===== src/rtl/hpvt_div_cell.sv =====
// One restoring-division cell: settles one quotient bit and passes the
// partial remainder on. Depends on nothing; instantiated in a chain by the top.
module hpvt_div_cell #(
    parameter int NW   = 117,
    parameter int DDW  = 67,
    parameter int QW   = 32,
    parameter int STEP = 0
) (
    input  logic            aclk,
    input  logic            en,
    input  logic [NW-1:0]   n_in,
    input  logic [DDW-1:0]  d_in,
    input  logic [QW-1:0]   q_in,
    output logic [NW-1:0]   n_out,
    output logic [DDW-1:0]  d_out,
    output logic [QW-1:0]   q_out
);
    logic [NW-1:0]  n_reg, n_next, shifted;
    logic [DDW-1:0] d_reg;
    logic [QW-1:0]  q_reg, q_next;
    logic           ge;

    always_comb begin
        shifted = NW'(d_in) << STEP;
        ge      = (n_in >= shifted);
        n_next  = ge ? (n_in - shifted) : n_in;
        q_next  = q_in;
        q_next[STEP] = ge;
    end

    always_ff @(posedge aclk) begin
        if (en) begin
            n_reg <= n_next;
            d_reg <= d_in;
            q_reg <= q_next;
        end
    end

    assign n_out = n_reg;
    assign d_out = d_reg;
    assign q_out = q_reg;
endmodule


===== config.mk =====
export PLATFORM = sky130hd
export DESIGN_NAME = hpvt_div_cell
export DESIGN_NICKNAME = d
export VERILOG_FILES = /design/src/rtl/hpvt_div_cell.sv
export SDC_FILE = /design/constraint.sdc
export NUM_CORES = 1
export LEC_CHECK = 0
export ABC_CLOCK_PERIOD_IN_PS = 4000
export BUFFER_PORTS_ARGS = -buffer_cell sky130_fd_sc_hd__buf_2
export CELL_PAD_IN_SITES_DETAIL_PLACEMENT = 1
export CELL_PAD_IN_SITES_GLOBAL_PLACEMENT = 1
export CORE_MARGIN = 2
export CORE_UTILIZATION = 35
export DETAILED_ROUTE_END_ITERATION = 12
export PLACE_DENSITY = 0.77
export SLEW_MARGIN = 10
export SYNTH_ARGS = -nofsm -noshare
export SYNTH_HDL_FRONTEND = slang
export SYNTH_SLANG_ARGS = --single-unit

===== constraint.sdc =====
create_clock -name aclk -period 4 [get_ports aclk]
set_clock_uncertainty 0.2 [all_clocks]
set_input_delay 0.8 -clock aclk [delete_from_list [all_inputs] [get_ports aclk]]
set_output_delay 0.8 -clock aclk [all_outputs]
set_load 0.005 [all_outputs]

==> Yosys cells after proc, flatten, opt, wreduce, memory -nomap -nowiden <==
Index checks and enable logic that the tools add are counted.
{ "word_totals": {"ff_bits": 216, "elab_cells": 6, "out_inout_bits": 216, "inputBits": 218} }
{ "classes": {"order_cmp": 1, "addsub": 1, "n_mux": 1} }
{ "op_table": {"columns": ["cell", "count"], "rows": [
  ["greater-or-equal comparator 117 x 67 -> 1 bit", 1],
  ["2-to-1 mux 117 bit", 1],
  ["subtractor 117 x 67 -> 117 bit", 1]
]} }

==> Depth between registers and ports, before layout <==
{ "logic_depth": {"ltp_word": 2, "mapped_depth": 15, "depth_no_buf": 13} }

==> Worst setup path before layout <==
No wires, ideal clock.
{ "synth_timing": {"kind": "input port to flip-flop", "from": "input port d_in[4]", "to": "register n_reg[88], in the netlist n_out[88] (data pin)", "setup_ns": 0.258, "required_time_ns": 3.542, "t_arrival_ns": 3.568, "path_slack_ns": -0.025, "n_path_buf": 0, "stages": 12, "path_cell_list": "inv_1 -> ha_1 -> a21o_1 -> a21o_1 -> o311ai_2 -> nand2_1 -> a2111oi_4 -> o21ai_1 -> nand3b_1 -> nand4_4 -> or4b_1 -> xnor2_1"} }
{ "synth_via": {"elab_chain_len": 2, "elab_cells_between_ends": 3, "cone_classes": "add/sub: 1; order compare: 1; mux: 1"} }
{ "synth_lines": {"columns": ["element", "line_no", "text"], "rows": [
  ["start: declaration", "12", "input logic [DDW-1:0] d_in,"],
  ["subtractor 117 x 67 -> 117 bit or greater-or-equal comparator 117 x 67 -> 1 bit (tied branches)", "26, 25", null],
  ["2-to-1 mux 117 bit *", "26", "n_next = ge ? (n_in - shifted) : n_in;"],
  ["named net n_next[88]", "18", "logic [NW-1:0] n_reg, n_next, shifted;"],
  ["end signal: assignment", "33", "n_reg <= n_next;"],
  ["end: declaration", "18", null]
]} }
Mark *: on every way through the listed nets, which the timed path passes. The rest lies on a longest branch.
A chain may end at the register's enable or synchronous reset.

==> Worst setup path after layout <==
{ "layout_timing": {"from": "input port d_in[4]", "to": "register n_reg[10], in the netlist n_out[10] (data pin)"} }
The elaborated chain is that of the path after synthesis.

==> out/qor.yml <==
run_status:
  run_status: "finished, final reports clean"
critical_path:
  setup.worst_path.end_class: "register"
  crit_fanout: 40
  critical-path-top-delay-family: "compound AO/OA/AOI/OAI gates"
  crit_path_top_delay_cell: "sky130_fd_sc_hd__ha_1"
  path_buf_inv: 6
  cell_with_the_most_instances_on_the_worst_path: "sky130_fd_sc_hd__buf_4"
  critPathArrivalTime_ns: 4.04
  nature_of_the_critical_path_startpoint: "input port"
  crit_path_cell_trace: "buf_2 > inv_1 > ha_1 > a21o_1 > a31o_2 > o211ai_1 > nand3_1 > a41oi_1 > buf_4 > o21a_1 > o21ai_4 > buf_4 > buf_12 > buf_4 > nor2_1 > a21oi_1"
  worst_path_largest_cell_delay_ns: 0.34
  cp_data_required_time_ns: 4.11
  worst-setup-path-type: "in -> reg"
global_route:
  number_of_antenna_violations_at_the_first_check_in_global_routing: 3
  grt-ovfl-total: 0
  grt_start_max_net_pins: 84
  global_route.peak_usage_layer: "met2"
  met3_routing_resource_usage_after_global_routing: 0.0510
  grt_util_met2: 0.484
  grt_pass1_wl_um: 79400
  met1_usage: 0.307
  grtUsageTotal: 0.263
  first_global_vias: 14000
floorplan:
  die_h_um: 197
  floorplan.rows: 70
  die_area_sq_um: 38700
  top_level_ports: 434
  initial_utilization: 0.355
  chipWidth_um: 197
  core-area_sq_um: 36600
cts:
  clk_transition_reported_paths_ns: 0.06
  cts.root.buffer_cell: "sky130_fd_sc_hd__clkbuf_16"
  tritoncts: "done"
  clock_path_buffers: 3
  numCtsBuffers: 26
  clock_sinks: 216
  cts-hold-fix-buffers: 0
  maximum_level_of_the_cts_h_tree: 1
pwr:
  power.leakage_nw: 8.38
  pwr_density_cell_nw_per_um2: 379
  power.switching_mw: 2.05
  post-layout-total-power_mw: 7.10
  combPwrFrac: 0.256
  p_sw_frac: 0.289
  power_report.internal_total_mw: 5.05
  seq_power_share: 0.404
  p_clk_frac: 0.340
  irDropWorstVdd_mv: 0.304
cells_and_area:
  layout_commonest_cell: "sky130_fd_sc_hd__buf_2"
  final.fill_count: 4263
  finalInstanceArea_sq_um: 18800
  register_area_sq_um: 6490
  postLayoutCoreUtil: 0.512
  layout-drive-gt1-share: 0.405
  final-instance-count-excl-fill: 2468
  area_of_the_multi_input_gates_sq_um: 6040
  area_growth_syn_to_layout_pct: 44.4
  top_library_cells_by_usage_in_the_layout_fill_and_taps_aside: "431 x sky130_fd_sc_hd__buf_2, 286 x sky130_fd_sc_hd__buf_4, 216 x sky130_fd_sc_hd__edfxtp_1"
  finalNetCount: 2264
sta:
  final.period_utilization: 0.981
  maxClockFrequency_ghz: 0.255
  final-max-slew-violation-count: 0
  final.setup.tns_ns: 0
  report.final.setup_viol: 0
  final_period_minus_worst_setup_slack_ns: 3.92
  finalHoldViolCount: 0
  worst_hold_slack_ns: 0.210
  max_slew_margin: 0.523
  max_slew.worst_pin.slew_ns: 0.716
  post-route-worst-setup-slack_ns: 0.0757
synth:
  syn_inst: 1273
  syn_avg_cell_area_sq_um: 10.2
  synth_nets: 1559
  ys.warnings.count: 0
  postSynth.asyncResetShare: 0
  netlist_area_before_placement_sq_um: 13000
  synth.yosys.seq_area_share: 0.499
  ys.flop_type: "sky130_fd_sc_hd__edfxtp_1"
  postSynthRegisterBits: 216
  synth_edf_count: 216
  synth.lib_cells_used.distinct: 67
job:
  drv_cap: 0
routing:
  remaining_drc_errors: 0
  detail_route.wl_per_cell_um: 21.3
  num_vias: 12900
  drt_pass_1_iters: 4
  detail_route.wirelength_um: 52700
  antenna_violating_nets_post_route: 0
  viasPerCell: 5.25
  drtIter0Drc: 656
placement:
  post-place-cells: 2417
  place_congestion: 0.913
  placement.setup.worst_slack_ns: -0.653
  post_detailed_placement_cell_area_sq_um: 17800
  portBuffers: 432
  final_hpwl_from_detailed_placement_um: 42000
hold_path:
  min_path_type: "in -> reg"
-- per-layer routing --
layer	routed length [um]	share of wire
met1	21100	0.40
met3	3310	0.063
met5	18	0.00034
met4	1580	0.030
met2	26700	0.51
-- path summary, 6_finish.rpt --
check,from,cells after the start,to,slack (ns)
max,d_in[4],16,n_out[10],0.08
min,q_in[19],1,q_out[19],0.21
-- power by group through the flow --
stage	sequential, mW	clock [mW]	combinational, mW
2_1_floorplan	2.94	0	0.718
3_3_place_gp	2.91	0	1.71
3_5_place_dp	2.91	0	1.77
4_1_cts	2.87	2.47	1.80
5_1_grt	2.89	2.53	1.97
6_report	2.87	2.42	1.81
-- kinds of logic after synthesis --
logic type	count (synthesis)	synth area share
and+or+nand+nor	401	0.155
AOI/OAI and AO/OA	324	0.152
buffers and inverters	140	0.0421
DFF	216	0.499
xor gates and xnor gates	112	0.0755
adders and majority gates	68	0.0661
muxes	12	0.0104
-- registers in the layout, summed over array words and instances (netlist names) --
register	count
d_out	67
n_out	117
q_out	32
-- final cells by class --
cell class / count / share of cell area
repair buffers: 723 / 0.236
clock inverters: 17 / 0.0103
inverters: 94 / 0.0188
diodes: 2 / 0.000267
well taps: 468 / 0.0312
flip-flops and latches: 216 / 0.346
multi-input cells: 917 / 0.322
clock buffers: 31 / 0.0357
-- what timing repair did --
item,in CTS,in global routing
buffers inserted,0,1
endpoints found under the setup margin,5,36
pin swaps,0,2
resized for setup,4,13
-- cells in the mapped netlist (23+ instances only) --
cell	instances	area share
sky130_fd_sc_hd__nor3_1	24	0.0092
sky130_fd_sc_hd__nand2_1	82	0.024
sky130_fd_sc_hd__nor4_1	25	0.012
sky130_fd_sc_hd__o21bai_1	23	0.013
sky130_fd_sc_hd__clkbuf_1	29	0.0084
sky130_fd_sc_hd__a21o_1	25	0.014
sky130_fd_sc_hd__nor2_1	131	0.038
sky130_fd_sc_hd__nand3_1	26	0.010
sky130_fd_sc_hd__inv_1	94	0.027
sky130_fd_sc_hd__ha_1	67	0.065
sky130_fd_sc_hd__edfxtp_1	216	0.50
sky130_fd_sc_hd__nand4_1	34	0.016
sky130_fd_sc_hd__a21oi_1	156	0.060
sky130_fd_sc_hd__o21ai_0	51	0.020
sky130_fd_sc_hd__xor2_1	46	0.031
sky130_fd_sc_hd__xnor2_1	66	0.045
(Power assumes the default switching activity.)
